[src/rtl/core/edge_level_interrupt_controller_defines.svh]
// ----------------------------------------------------------------------------
// edge_level_interrupt_controller_defines
// assertion macros used by the interrupt controller top level
// ----------------------------------------------------------------------------
`ifndef EDGE_LEVEL_INTERRUPT_CONTROLLER_DEFINES_SVH
`define EDGE_LEVEL_INTERRUPT_CONTROLLER_DEFINES_SVH

// checked outside reset only
`define ELIC_ASSERT(lbl, prop, msg) \
  lbl: assert property (@(posedge clk_i) disable iff (!rst_ni) prop) else $error(msg);

// checked at every edge, reset included
`define ELIC_ASSERT_ALWAYS(lbl, prop, msg) \
  lbl: assert property (@(posedge clk_i) prop) else $error(msg);

`endif

[src/rtl/core/elic_pkg.sv]
// ----------------------------------------------------------------------------
// elic_pkg
// types and constants of the edge/level interrupt controller
// ----------------------------------------------------------------------------
`default_nettype none

package elic_pkg;

  localparam int unsigned NumLines = 32;
  localparam int unsigned WordW    = 32;
  localparam int unsigned LineIdxW = 5;

  // bits above NumLines are held at zero
  localparam logic [WordW-1:0] LineMask = WordW'((64'd1 << NumLines) - 64'd1);

  typedef enum logic [1:0] {
    CmdRead  = 2'd0,
    CmdWrite = 2'd1,
    CmdLine  = 2'd2
  } cmd_e;

  typedef enum logic [2:0] {
    RegStatus   = 3'd0,
    RegEnable   = 3'd1,
    RegSet      = 3'd2,
    RegClear    = 3'd3,
    RegPolarity = 3'd4,
    RegEdge     = 3'd5
  } reg_e;

  typedef struct packed {
    logic [1:0]          cmd;
    logic [2:0]          reg_index;
    logic [WordW-1:0]    write_data;
    logic [LineIdxW-1:0] line;
    logic                level;
  } in_item_t;

  typedef struct packed {
    logic [WordW-1:0] read_data;
    logic             irq_out;
  } out_item_t;

endpackage

`default_nettype wire

[src/rtl/core/elic_in_stage.sv]
// ----------------------------------------------------------------------------
// elic_in_stage
// input register: holds one accepted item until the core consumes it
// ----------------------------------------------------------------------------
`default_nettype none

module elic_in_stage import elic_pkg::*; (
  input  wire logic     clk_i,
  input  wire logic     rst_ni,
  input  wire logic     in_valid_i,
  output logic          in_ready_o,
  input  in_item_t      in_item_i,
  input  wire logic     take_i,
  output logic          full_o,
  output in_item_t      item_o
);

  logic     valid_q, valid_d;
  in_item_t item_q;

  assign in_ready_o = !valid_q || take_i;
  assign valid_d    = (in_valid_i && in_ready_o) || (valid_q && !take_i);

  always_ff @(posedge clk_i or negedge rst_ni) begin
    if (!rst_ni) begin
      valid_q <= 1'b0;
    end else begin
      valid_q <= valid_d;
    end
  end

  always_ff @(posedge clk_i) begin
    if (in_valid_i && in_ready_o) begin
      item_q <= in_item_i;
    end
  end

  assign full_o = valid_q;
  assign item_o = item_q;

endmodule

`default_nettype wire

[src/rtl/core/elic_core.sv]
// ----------------------------------------------------------------------------
// elic_core
// interrupt state registers, register file access and line handling
// ----------------------------------------------------------------------------
`default_nettype none

module elic_core import elic_pkg::*; (
  input  wire logic  clk_i,
  input  wire logic  rst_ni,
  input  in_item_t   item_i,
  input  wire logic  upd_i,
  output out_item_t  res_o,
  output logic       irq_state_o
);

  logic [WordW-1:0] pending_q, pending_d;
  logic [WordW-1:0] enable_q, enable_d;
  logic [WordW-1:0] polarity_q, polarity_d;
  logic [WordW-1:0] edge_q, edge_d;
  logic [WordW-1:0] wdata;
  logic [WordW-1:0] line_bit;
  logic [WordW-1:0] rdata;
  logic             line_ok;

  assign wdata    = item_i.write_data & LineMask;
  assign line_bit = WordW'(1) << item_i.line;
  assign line_ok  = 32'(item_i.line) < NumLines;

  always_comb begin
    pending_d  = pending_q;
    enable_d   = enable_q;
    polarity_d = polarity_q;
    edge_d     = edge_q;
    rdata      = '0;
    case (item_i.cmd)
      CmdRead: begin
        case (item_i.reg_index)
          RegStatus:   rdata = pending_q & enable_q;
          RegEnable:   rdata = enable_q;
          RegPolarity: rdata = polarity_q;
          RegEdge:     rdata = edge_q;
          default:     rdata = '0;
        endcase
      end
      CmdWrite: begin
        case (item_i.reg_index)
          RegStatus:   pending_d  = wdata;
          RegEnable:   enable_d   = wdata;
          RegSet:      enable_d   = enable_q | wdata;
          // the clear register clears only edge-type lines
          RegClear:    pending_d  = pending_q & ~(wdata & edge_q);
          RegPolarity: polarity_d = wdata;
          RegEdge:     edge_d     = wdata;
          default:     ;
        endcase
      end
      CmdLine: begin
        if (line_ok) begin
          if (item_i.level) begin
            pending_d = (pending_q | line_bit) & LineMask;
          end else begin
            // a falling level-type line drops its pending bit
            pending_d = pending_q & (~line_bit | edge_q) & LineMask;
          end
        end
      end
      default: ;
    endcase
  end

  always_ff @(posedge clk_i or negedge rst_ni) begin
    if (!rst_ni) begin
      pending_q  <= '0;
      enable_q   <= '0;
      polarity_q <= '0;
      edge_q     <= '0;
    end else if (upd_i) begin
      pending_q  <= pending_d;
      enable_q   <= enable_d;
      polarity_q <= polarity_d;
      edge_q     <= edge_d;
    end
  end

  assign res_o.read_data = rdata;
  assign res_o.irq_out   = |(pending_d & enable_d);
  assign irq_state_o     = |(pending_q & enable_q);

endmodule

`default_nettype wire

[src/rtl/core/elic_out_stage.sv]
// ----------------------------------------------------------------------------
// elic_out_stage
// result register towards the consumer
// ----------------------------------------------------------------------------
`default_nettype none

module elic_out_stage import elic_pkg::*; (
  input  wire logic  clk_i,
  input  wire logic  rst_ni,
  input  wire logic  load_i,
  input  out_item_t  res_i,
  output logic       space_o,
  output logic       out_valid_o,
  input  wire logic  out_ready_i,
  output out_item_t  out_item_o
);

  logic      valid_q, valid_d;
  out_item_t item_q;

  assign space_o = !valid_q || out_ready_i;
  assign valid_d = load_i || (valid_q && !out_ready_i);

  always_ff @(posedge clk_i or negedge rst_ni) begin
    if (!rst_ni) begin
      valid_q <= 1'b0;
    end else begin
      valid_q <= valid_d;
    end
  end

  always_ff @(posedge clk_i) begin
    if (load_i) begin
      item_q <= res_i;
    end
  end

  assign out_valid_o = valid_q;
  assign out_item_o  = item_q;

endmodule

`default_nettype wire

[src/rtl/core/edge_level_interrupt_controller.sv]
// ----------------------------------------------------------------------------
// edge_level_interrupt_controller
// 32-line interrupt controller with edge and level line types
// ----------------------------------------------------------------------------
// Takes one item per clock unless the result register is full and not taken:
// a register read, a register write or a new level on one interrupt line, and
// returns one result per item holding the read data and the irq level after
// that item. An accepted item is held in the input register, is applied to
// the state registers by combinational logic as it leaves, and its result is
// held in the result register until the consumer takes it. One item per
// cycle is sustained while the consumer keeps taking results.
// ----------------------------------------------------------------------------
`default_nettype none

`include "edge_level_interrupt_controller_defines.svh"

module edge_level_interrupt_controller import elic_pkg::*; (
  input  wire logic  clk_i,
  input  wire logic  rst_ni,
  input  wire logic  in_valid_i,
  output logic       in_ready_o,
  input  in_item_t   in_item_i,
  output logic       out_valid_o,
  input  wire logic  out_ready_i,
  output out_item_t  out_item_o
);

  logic       in_full;
  logic       out_space;
  in_item_t   cur_item;
  out_item_t  res;
  logic       advance;
  logic       irq_state;

  assign advance = in_full && out_space;

  elic_in_stage u_in (
    .clk_i      (clk_i),
    .rst_ni     (rst_ni),
    .in_valid_i (in_valid_i),
    .in_ready_o (in_ready_o),
    .in_item_i  (in_item_i),
    .take_i     (advance),
    .full_o     (in_full),
    .item_o     (cur_item)
  );

  elic_core u_core (
    .clk_i       (clk_i),
    .rst_ni      (rst_ni),
    .item_i      (cur_item),
    .upd_i       (advance),
    .res_o       (res),
    .irq_state_o (irq_state)
  );

  elic_out_stage u_out (
    .clk_i       (clk_i),
    .rst_ni      (rst_ni),
    .load_i      (advance),
    .res_i       (res),
    .space_o     (out_space),
    .out_valid_o (out_valid_o),
    .out_ready_i (out_ready_i),
    .out_item_o  (out_item_o)
  );

  `ELIC_ASSERT(a_irq_matches_state, advance |=> out_item_o.irq_out == irq_state, "irq result differs from state")
  `ELIC_ASSERT(a_result_from_item, $rose(out_valid_o) |-> $past(in_full), "result without an item")
  `ELIC_ASSERT(a_stall_only_when_blocked, !in_ready_o |-> in_full && !out_space, "input stalled without cause")
  `ELIC_ASSERT_ALWAYS(a_no_result_in_reset, !rst_ni |-> !out_valid_o, "result valid during reset")

endmodule

`default_nettype wire
[config.mk]
export PLATFORM = sky130hd
export DESIGN_NAME = edge_level_interrupt_controller
export DESIGN_NICKNAME = d
export VERILOG_FILES = /design/src/rtl/core/elic_pkg.sv /design/src/rtl/core/elic_in_stage.sv /design/src/rtl/core/elic_core.sv /design/src/rtl/core/elic_out_stage.sv /design/src/rtl/core/edge_level_interrupt_controller.sv
export VERILOG_INCLUDE_DIRS = /design/src /design/src/rtl/core
export SDC_FILE = /design/constraint.sdc
export NUM_CORES = 1
export LEC_CHECK = 0
export BUFFER_PORTS_ARGS = -buffer_cell sky130_fd_sc_hd__buf_2
export CORE_ASPECT_RATIO = 0.6
export CORE_MARGIN = 2
export CORE_UTILIZATION = 30
export CTS_BUF_LIST = sky130_fd_sc_hd__clkbuf_16
export DETAILED_ROUTE_END_ITERATION = 7
export HOLD_SLACK_MARGIN = 0.05
export SLEW_MARGIN = 20
export SYNTH_ARGS = -nofsm -noshare
export SYNTH_HDL_FRONTEND = slang
export SYNTH_HIERARCHICAL = 1
export SYNTH_SLANG_ARGS = --single-unit
[constraint.sdc]
create_clock -name clk_i -period 3.6 [get_ports clk_i]
set_clock_uncertainty 0.1 [all_clocks]
set_input_delay 0.72 -clock clk_i [delete_from_list [all_inputs] [get_ports clk_i]]
set_output_delay 0.72 -clock clk_i [all_outputs]
set_load 0.005 [all_outputs]
==> results of run 1 <==
-- through the flow --
step	setup slack, ns	cell area, µm²	power (W)
6_report	0.382	12100	0.00720
4_1_cts	0.457	12100	0.00719
3_3_place_gp	0.346	11400	0.00506
2_1_floorplan	0.426	10300	0.00433
5_1_grt	0.0784	12100	0.00752
3_5_place_dp	0.470	11400	0.00507
-- registers in the layout (all words and copies together) (netlist names) --
name               count
u_core/edge_q         32
u_core/enable_q       32
u_core/pending_q      32
u_core/polarity_q     32
u_in/full_o            1
u_in/item_o           43
u_out/out_item_o      33
u_out/out_valid_o      1
-- worst reg2reg max path: cells and delay by family (launching register included) --
| kind | cells | cell delay [ns] |
|---|---|---|
| AND/OR/NAND/NOR | 5 | 1.55 |
| flip-flops | 1 | 0.53 |
| AO/OA/AOI/OAI | 2 | 0.52 |
| buffers and inverters | 1 | 0.24 |
-- power groups by stage --
| stage | Combinational, W | Clock [W] | Sequential (W) |
|---|---|---|---|
| final | 0.00151 | 0.00211 | 0.00358 |
| after global placement | 0.00146 | 0 | 0.00359 |
| after floorplan | 0.000989 | 0 | 0.00334 |
| after detailed placement | 0.00148 | 0 | 0.00359 |
| after global routing | 0.00164 | 0.00224 | 0.00363 |
| after CTS | 0.00149 | 0.00215 | 0.00355 |
-- layout make-up --
cell class	instances	area, µm²	area share, %
inverter	8	30.0	0.249
sequential	206	5540	45.8
clock buffer	21	526	4.35
multi-input combinational	591	4380	36.2
tap	459	574	4.75
clock inverter	17	113	0.932
timing repair buffer	143	927	7.67
-- routing by layer --
layer / GRT usage [%] / up-vias / part of all wire (%)
li1: - / 3700 / -
met1: 36.7 / 4385 / 52
met2: 28.0 / 486 / 37
met3: 5.86 / 42 / 9.7
met4: 3.68 / 0 / 1.5
met5: 0 / - / 0
-- final timing paths --
| check | startpoint | end | slack (ns) | depth (start not counted) |
|---|---|---|---|---|
| min reg2reg | u_core/polarity_q[21] | u_core/polarity_q[21] | 0.41 | 1 |
| max reg2reg | u_in/item_o[5] | u_out/out_item_o[0] | 0.38 | 8 |
| max in group asynchronous | rst_ni | u_core/edge_q[20] | 2.32 | 2 |
| max | u_in/item_o[5] | u_out/out_item_o[0] | 0.38 | 8 |
| min | rst_ni | u_core/polarity_q[19] | 0.20 | 1 |
| min in group clk_i | in_item_i[31] | u_in/item_o[31] | 0.26 | 1 |
-- cell usage in the layout, fill, tap and decap left out, types with 16 or more instances in the layout --
cell type / instances
clkbuf_16: 21
nand2_1: 45
buf_2: 80
nor2_1: 60
dfrtp_1: 130
a222oi_1: 30
inv_1: 16
edfxtp_1: 76
a31oi_1: 28
a32oi_1: 23
a21o_1: 25
o21ai_0: 29
a21oi_1: 16
mux2_2: 75
buf_4: 58
a22o_1: 43
a22oi_1: 35
==> metrics.md, run 1 <==
| Metric | Value |
|---|---|
| Drt drc | `0` |
| Synthesis Warnings | `6` |
| Cell family with most CP delay | `simple AND/OR/NAND/NOR gates` |
| Chip height | `about 150 µm` |
| Internal power | `0.00482 W` |
| Tmin final | `~3.2 ns` |
| Row cnt | `52` |
| Clock buffer depth | `3` |
| Power per Cell Area | `slightly below 600 nW/µm²` |
| Max Clock Freq | `roughly 0.31 GHz` |
| Routed Antenna Nets | `0` |
| Ports | `82` |
| Pins Over Slew Limit | `0` |
| Cells along the critical path | `buf_4 -> or2_1 -> o311ai_0 -> and3_1 -> o221ai_1 -> or4_1 -> nor4_1 -> nand3_1` |
| N_diodes | `0` |
| Critical Path Max Stage Delay | `~0.55 ns` |
| Number of buffers added on ports | `slightly above 80` |
| Layout cell share with drive strength beyond 1 | `around 27%` |
| WL/cell | `27.6 µm` |
| Overflow after GRT | `0` |
| Slew headroom | `between 20% and 30%` |
| Net Sw Frac | `between 30% and 40%` |
| Worst-Margin Slew | `about 1.2 ns` |
| Leak pwr | `between 5 and 6 nW` |
| Sequential power share | `between 40% and 50%` |
| Die Width | `243 µm` |
| Max H-tree Level | `1` |
| GRT Total Usage | `22.2%` |
| Crit Path Class | `flip-flop to flip-flop` |
| Gpl congestion | `just over 1` |
| Detailed Route WL | `39900 µm` |
| Fillers | `about 3400` |
| Area growth from synthesis to layout | `17.7%` |
| Critical Path Slowest Stage Cell | `or4_1` |
| Num Clock Sinks | `206` |
| Initial core utilization | `a little under a third` |
| Worst setup EP type | `flip-flop` |
| Num CTS Buffers | `21` |
| Status | `finished, final reports clean` |
| Setup bufs post-CTS | `0` |
| Unrepaired setup endpoints after global routing | `no` |
| Post-DP HPWL | `between 20000 and 30000 µm` |
| CTS tree | `yes` |
| Worst path buffer plus inverter count | `1` |
| Synth Net Count | `932` |
| CTS hold repair buffers | `0` |
| Number of gates resized after CTS | `0` |
| Psw | `roughly 0.0024 W` |
| Max FO, Critical Path | `12` |
| CP startpoint kind | `flip-flop` |
| Comb pwr share | `a little over a fifth` |
| Final setup vio count | `0` |
| Crit path DAT | `between 3 and 4 ns` |
| Vias in the first global route | `8359` |
| Die area | `35800 µm²` |
| First-pass GRT wire length | `about 59000 µm` |
| Vias per inst | `a little under 6` |
| Cell Count, Final, Fillers Out | `about 1400` |
| Netlist Area Pre-Place | `around 10000 µm²` |
| Setup TNS | `0 ns` |
| Latest clock arrival within the worst-skew pair | `between 0.5 and 0.6 ns` |
| Clock slew at reported path FFs | `~0.070 ns` |
| Period utilisation layout | `about nine tenths` |
| Endpoints failing hold | `0` |
| Nets | `around 1000` |
| Root Buffer | `clkbuf_16` |
| Hold crit path type | `input port to async pin` |
| Core area | `about 34000 µm²` |
| Syn_area_per_cell | `11.6 µm²` |
| Number of antenna violations at the first check in global routing | `0` |
| Worst hold slack | `roughly 0.2 ns` |
| Placed cells | `between 1000 and 1500` |
| Critical Path RT | `3.77 ns` |
| Pin count of the biggest net entering global routing | `between 100 and 150` |
| DR pass1 iterations | `6` |
| Worst vdd ir | `355 µV` |
| Clock power share | `29.4%` |
| Vias | `~8600` |
| Initial DRC count | `around 1200` |
| Maxcap violations | `0` |
| Synth Instances | `882` |
| Utilization after layout | `a little over a third` |
Note: power is estimated with default switching activity, not from simulation.
==> run 2, diff against run 1 <==
- HOLD_SLACK_MARGIN: 0.05 -> 0.03
- REMOVE_ABC_BUFFERS: unset -> 1
==> run 2 against run 1 <==
Compared with the run above: worst hold slack better by 0.071 ns; routed wire length is 7.0% lower; die area stayed put; power is 0.48% higher; fmax is 3.6% lower; critical path type unchanged; critical path depth is 1 higher; sequential power is 1% lower; clock power is 5% higher; register-to-register slack worse by 0.12 ns; sequential share of layout area hardly changed.
==> metrics.md, run 2 (synthesis gave the netlist of run 1 again) <==
| Metric | Value |
|---|---|
| Period utilisation layout | `92.8% (+3.4 points)` |
| Worst vdd ir | `313 µV (-12%)` |
| Drt drc | `0 (unchanged)` |
| Power per Cell Area | `599 nW/µm² (+0.49%)` |
| Max FO, Critical Path | `9 (-3)` |
| First-pass GRT wire length | `56500 µm (-4.7%)` |
| Cell family with most CP delay | `compound AO/OA/AOI/OAI gates` |
| Maxcap violations | `0 (unchanged)` |
| Vias per inst | `5.96 (about the same)` |
| Slew headroom | `25.8% (+4.2 points)` |
| Number of flip-flops in the largest register | `43 (unchanged)` |
| Crit path DAT | `3.51 ns (+0.13 ns)` |
| Num CTS Buffers | `21 (unchanged)` |
| Root Buffer | `clkbuf_16` |
| Gpl congestion | `0.956 (-7.5%)` |
| Latest clock arrival within the worst-skew pair | `0.52 ns (about the same)` |
| GRT Total Usage | `20.8% (-1.4 points)` |
| Sequential power share | `48.9% (-0.8 points)` |
| Endpoints failing hold | `0 (unchanged)` |
| Dpl cell area | `11400 µm² (-0.47%)` |
| Layout cell share with drive strength beyond 1 | `26.5% (-0.39 points)` |
| Utilization after layout | `35.8% (about the same)` |
| Setup TNS | `0 ns (unchanged)` |
| Tmin final | `3.34 ns (+0.122 ns)` |
| Die Width | `243 µm (unchanged)` |
| Internal power | `0.00493 W (+2.3%)` |
| Clock buffer depth | `3 (unchanged)` |
| Worst-Margin Slew | `1.10 ns (-0.0751 ns)` |
| Post-DP HPWL | `26400 µm (-6.3%)` |
| Chip height | `147 µm (unchanged)` |
| Unrepaired setup endpoints after global routing | `no` |
| Status | `finished, final reports clean` |
| Hold crit path type | `input port to flip-flop` |
| WL/cell | `25.8 µm (-6.4%)` |
| Overflow after GRT | `0 (unchanged)` |
| Routed Antenna Nets | `0 (unchanged)` |
| Max Clock Freq | `0.299 GHz (-3.6%)` |
| N_diodes | `0 (unchanged)` |
| Num Clock Sinks | `206 (unchanged)` |
| Commonest non-fill, non-tap cell in the layout | `dfrtp_1` |
| Critical Path Slowest Stage Cell | `edfxtp_1` |
| DR pass1 iterations | `8 (+2)` |
| Clock power share | `30.6% (+1.2 points)` |
| Number of buffers added on ports | `81 (unchanged)` |
| Worst setup EP type | `flip-flop` |
| Comb pwr share | `20.6% (-0.3 points)` |
| Die area | `35800 µm² (unchanged)` |
| Setup bufs post-CTS | `0 (unchanged)` |
| Ports | `82 (unchanged)` |
| Vias in the first global route | `8302 (-0.68%)` |
| CTS tree | `yes` |
| Clock slew at reported path FFs | `0.07 ns (about the same)` |
| Pin count of the biggest net entering global routing | `70 (-31%)` |
| Initial DRC count | `1038 (-9.7%)` |
| Final Cell Area | `12100 µm² (about the same)` |
| Pins Over Slew Limit | `0 (unchanged)` |
| Most frequent cells in the layout | `dfrtp_1, buf_2, edfxtp_1` |
| Final setup vio count | `0 (unchanged)` |
| Initial core utilization | `30.5% (unchanged)` |
| Worst path buffer plus inverter count | `1 (unchanged)` |
| Number of antenna violations at the first check in global routing | `0 (unchanged)` |
| Vias | `8561 (-0.60%)` |
| Cells along the critical path | `xor2_2 -> buf_4 -> a32oi_2 -> o22ai_1 -> a211oi_1 -> nand4_1 -> nor4_1 -> o2111a_1 -> nand3_1` |
| Net Sw Frac | `31.8% (-1.2 points)` |
| Crit Path Class | `flip-flop to flip-flop` |
| Detailed Route WL | `37100 µm (-7.0%)` |
| Area growth from synthesis to layout | `17.7% (about the same)` |
| Core area | `33700 µm² (unchanged)` |
| CP startpoint kind | `flip-flop` |
| Max H-tree Level | `1 (unchanged)` |
| Critical Path Max Stage Delay | `0.58 ns (+0.03 ns)` |
| Psw | `0.00230 W (-3.2%)` |
| Leak pwr | `4.98 nW (-0.62%)` |
| Nets | `1014 (-0.69%)` |
| Critical Path RT | `3.77 ns (about the same)` |
| Power, Total | `0.00723 W (+0.48%)` |
| Row cnt | `52 (unchanged)` |
| Worst hold slack | `0.271 ns (+0.0707 ns)` |
## run 2: cell count changes in the layout (fill, tap and decap cells not counted), sizes merged
cell | before | now
clkbuf | 21 | 22
dlygate4sd3 | 0 | 1
bufinv | 1 | 2
clkinv | 6 | 9
buf | 143 | 135
inv | 17 | 11
## run 2: routing by layer
layer	routed length, µm	track usage, %	vias up
met1	18600	33.1	4364
met2	14300	27.3	438
met4	874	4.91	0
li1	-	-	3702
met3	3400	5.22	57
met5	0	1.34	-
## run 2: power by group through the flow
stage	registers [W]	clock network, W	logic, W
CTS	0.00351	0.00227	0.00148
floorplan	0.00336	0	0.000941
detailed placement	0.00355	0	0.00147
global placement	0.00355	0	0.00145
global route	0.00360	0.00239	0.00162
finish	0.00353	0.00221	0.00149
## run 2: final cells by class
type / instances / area, µm²
Clock buffer: 22 / 551
Clock inverter: 15 / 123
Fill cell: 3399 / 21600
Inverter: 8 / 30.0
Multi-Input combinational cell: 591 / 4390
Sequential cell: 206 / 5540
Tap cell: 459 / 574
Timing Repair Buffer: 136 / 877
## run 2: final timing paths
kind | from | endpoint | slack [ns] | cells after the start
min | in_item_i[16] | u_in/item_o[16] | 0.27 | 1
max reg2reg | u_in/item_o[39] | u_out/out_item_o[0] | 0.26 | 9
min in group asynchronous | rst_ni | u_core/pending_q[28] | 0.56 | 2
min reg2reg | u_core/polarity_q[16] | u_core/polarity_q[16] | 0.41 | 1
max in group asynchronous | rst_ni | u_core/polarity_q[19] | 2.10 | 3
max | u_in/item_o[39] | u_out/out_item_o[0] | 0.26 | 9
## run 2: repair_timing
action / in CTS / in global routing
resized for setup: 0 / 1
hold buffers: 1 / 0
setup endpoints to repair: 0 / 1
endpoints found under the hold margin: 33 / 0
## run 2: per-stage QoR
stage	setup slack, ns	cells
after CTS	0.237	1437
after detailed placement	0.254	1399
after floorplan	-0.243	805
after global routing	0.0408	1437
final	0.260	1437
after global placement	0.250	1399
==> run 3, diff against run 2 <==
- PLACE_DENSITY_LB_ADDON: unset -> 0.05
==> run 3 against run 2 <==
Compared with the run above: die area stayed put; non-clock buffer count fell by 6; first-iteration DRC count fell by 12%; clock power down 5%; final cell count fell by 0.21%; core utilization down 0.32 points; power is 1.4% lower; final area shrank 0.90%; fmax up 4.3%; count of clock-buffer cells in the layout grew 1; via count barely moved; critical path type unchanged; largest cell class unchanged.
==> metrics.md, run 3 (synthesis gave the netlist of run 1 again) <==
| Metric | Value |
|---|---|
| Status | `finished, final reports clean` |
| Psw | `0.00232 W (+0.67%)` |
| Cell Count, Final, Fillers Out | `1434 (-0.21%)` |
| Crit path to | `u_out/out_item_o[0]` |
| R2r worst-path depth | `9 (unchanged)` |
| Gpl congestion | `0.970 (+1.5%)` |
| Period utilisation layout | `88.9% (-3.9 points)` |
| Pin count of the biggest net entering global routing | `62 (-11%)` |
| WL/cell | `27.0 µm (+4.5%)` |
| Nets | `1009 (-0.49%)` |
| Latest clock arrival within the worst-skew pair | `0.53 ns (about the same)` |
| Net Sw Frac | `32.5% (+0.68 points)` |
| Maxcap violations | `0 (unchanged)` |
| N_diodes | `0 (unchanged)` |
| Clock power share | `29.3% (-1.3 points)` |
| Worst setup EP type | `flip-flop` |
| Drt drc | `0 (unchanged)` |
| Crit path DAT | `3.37 ns (-0.14 ns)` |
| Worst-Margin Slew | `1.02 ns (-0.0758 ns)` |
| Leak pwr | `4.94 nW (-0.76%)` |
| Detailed Route WL | `38700 µm (+4.2%)` |
| Most frequent cells in the layout | `dfrtp_1, buf_2, edfxtp_1` |
| First-pass GRT wire length | `58400 µm (+3.4%)` |
| Hold path startpoint | `in_item_i[30]` |
| Area of the multi-input gates | `4380 µm² (-0.31%)` |
| Worst hold slack | `0.262 ns (-0.00954 ns)` |
| R2R Path End | `u_out/out_item_o[0]` |
| Commonest non-fill, non-tap cell in the layout | `dfrtp_1` |
| Cells along the critical path | `inv_1 -> ha_1 -> buf_4 -> or2_2 -> a221oi_1 -> nand4_1 -> nor4_1 -> o2111a_1 -> nand3_1` |
| Initial core utilization | `30.5% (unchanged)` |
| Vias per inst | `5.97 (+0.17%)` |
| Clock buffer depth | `3 (unchanged)` |
| Vias | `8558 (-0.035%)` |
| Row cnt | `52 (unchanged)` |
| Final WS setup | `0.399 ns (+0.139 ns)` |
| Max FO, Critical Path | `17 (+8)` |
| Chip height | `147 µm (unchanged)` |
| Tmin final | `3.20 ns (-0.139 ns)` |
| Worst vdd ir | `312 µV (-0.48%)` |
| Number of flip-flops in the largest register | `43 (unchanged)` |
| Num Clock Sinks | `206 (unchanged)` |
| Number of buffers added on ports | `81 (unchanged)` |
| Final setup vio count | `0 (unchanged)` |
| Num CTS Buffers | `22 (+4.8%)` |
| Crit Path Class | `flip-flop to flip-flop` |
| WP depth | `9 (unchanged)` |
| Post-DP HPWL | `27700 µm (+5.1%)` |
| Sequential cell area | `5540 µm² (unchanged)` |
| DR pass1 iterations | `6 (-2)` |
| Unrepaired setup endpoints after global routing | `no` |
| Critical Path Slowest Stage Cell | `ha_1` |
| Critical Path Max Stage Delay | `0.64 ns (+0.06 ns)` |
| Core area | `33700 µm² (unchanged)` |
| Routed Antenna Nets | `0 (unchanged)` |
| Die Width | `243 µm (unchanged)` |
| Overflow after GRT | `0 (unchanged)` |
| Fillers | `3419 (+0.59%)` |
| Root Buffer | `clkbuf_16` |
| Slew headroom | `31.3% (+5.5 points)` |
| Setup slack, reg-to-reg | `0.40 ns (+0.14 ns)` |
| R2R Path Start | `u_in/item_o[41]` |
| Max H-tree Level | `1 (unchanged)` |
| Clock slew at reported path FFs | `0.06 ns (about the same)` |
| Layout cell share with drive strength beyond 1 | `25.6% (-0.84 points)` |
| Hold crit path type | `input port to flip-flop` |
| Utilization after layout | `35.5% (-0.32 points)` |
| Endpoints failing hold | `0 (unchanged)` |
| Placed cells | `1391 (-0.57%)` |
| Power per Cell Area | `595 nW/µm² (-0.54%)` |
| CTS tree | `yes` |
| Critical Path RT | `3.77 ns (about the same)` |
| Number of gates resized after CTS | `0 (unchanged)` |
| Pins Over Slew Limit | `0 (unchanged)` |
| GRT Total Usage | `21.6% (+0.81 points)` |
| Worst path buffer plus inverter count | `2 (+1)` |
| Area growth from synthesis to layout | `16.6%` |
| Internal power | `0.00481 W (-2.4%)` |
| Comb pwr share | `20.5% (about the same)` |
| CP startpoint kind | `flip-flop` |
| Die area | `35800 µm² (unchanged)` |
| Worst slack, placed | `0.258 ns (+0.00375 ns)` |
| Max Clock Freq | `0.312 GHz (+4.3%)` |
| Dpl cell area | `11300 µm² (-0.80%)` |
| Vias in the first global route | `8523 (+2.7%)` |
| Final Cell Area | `12000 µm² (-0.90%)` |
| Sequential power share | `50.2% (+1.3 points)` |
| Cell family with most CP delay | `simple AND/OR/NAND/NOR gates` |
| Ports | `82 (unchanged)` |
| Number of antenna violations at the first check in global routing | `1 (+1)` |
| CP startpoint | `u_in/item_o[41]` |
| Initial DRC count | `912 (-12%)` |
[run 3: cell count changes in the layout (fill, tap and decap cells not counted)]
cell and delta:
buf_4 -4, inv_1 +3, buf_12 -2, bufinv_16 -2
clkinv_1 +2, a32oi_1 +1, a32oi_2 -1, clkbuf_16 +1
clkinv_4 -1, nor3_2 +1, nor3_4 -1
[run 3: repair_timing]
action | in CTS | in global routing
endpoints found under the setup margin | 0 | 1
buffers inserted | 0 | 2
hold buffers | 1 | 0
endpoints found under the hold margin | 14 | 0
[run 3: power by group through the flow]
stage,sequential (W),combinational (W),clock [W]
3_3_place_gp,0.00361,0.00143,0
3_5_place_dp,0.00360,0.00145,0
2_1_floorplan,0.00336,0.000941,0
5_1_grt,0.00365,0.00159,0.00228
4_1_cts,0.00356,0.00145,0.00218
6_report,0.00358,0.00146,0.00209
[run 3: through the flow]
step,total power (W),TNS (ns)
finish,0.00713,0
global route,0.00752,0
CTS,0.00719,0
detailed placement,0.00505,0
global placement,0.00503,0
floorplan,0.00430,-0.243
[run 3: area by class of cell]
cell class,instances,share of cell area (%)
sequential,206,46.2
multi-input combinational,591,36.6
timing repair buffer,130,6.74
clock buffer,23,4.81
tap,459,4.80
clock inverter,17,0.606
inverter,8,0.251
[run 3: worst min path at each step]
stage	depth (start not counted)	to	slack, ns
after floorplan	0	u_core/edge_q[0]	0.32
after global placement	1	u_core/polarity_q[23]	0.39
after detailed placement	1	u_core/polarity_q[20]	0.40
after CTS	1	u_in/item_o[11]	0.24
after global routing	1	u_in/item_o[1]	0.24
final	1	u_in/item_o[30]	0.26
[run 3: worst register-to-register path, cell delays in order, from the launching register on]
cell	delay, ns
edfxtp_1	0.36
inv_1	0.07
ha_1	0.64
buf_4	0.36
or2_2	0.38
a221oi_1	0.29
nand4_1	0.12
nor4_1	0.30
o2111a_1	0.24
nand3_1	0.07
[run 3: metal layers]
| metal | track usage [%] | share of wire [%] | up-vias |
|---|---|---|---|
| met5 | 0 | 0.047 | - |
| met2 | 29.7 | 40 | 410 |
| met3 | 4.33 | 7.3 | 58 |
| li1 | - | - | 3687 |
| met1 | 34.4 | 51 | 4401 |
| met4 | 4.36 | 2.0 | 2 |
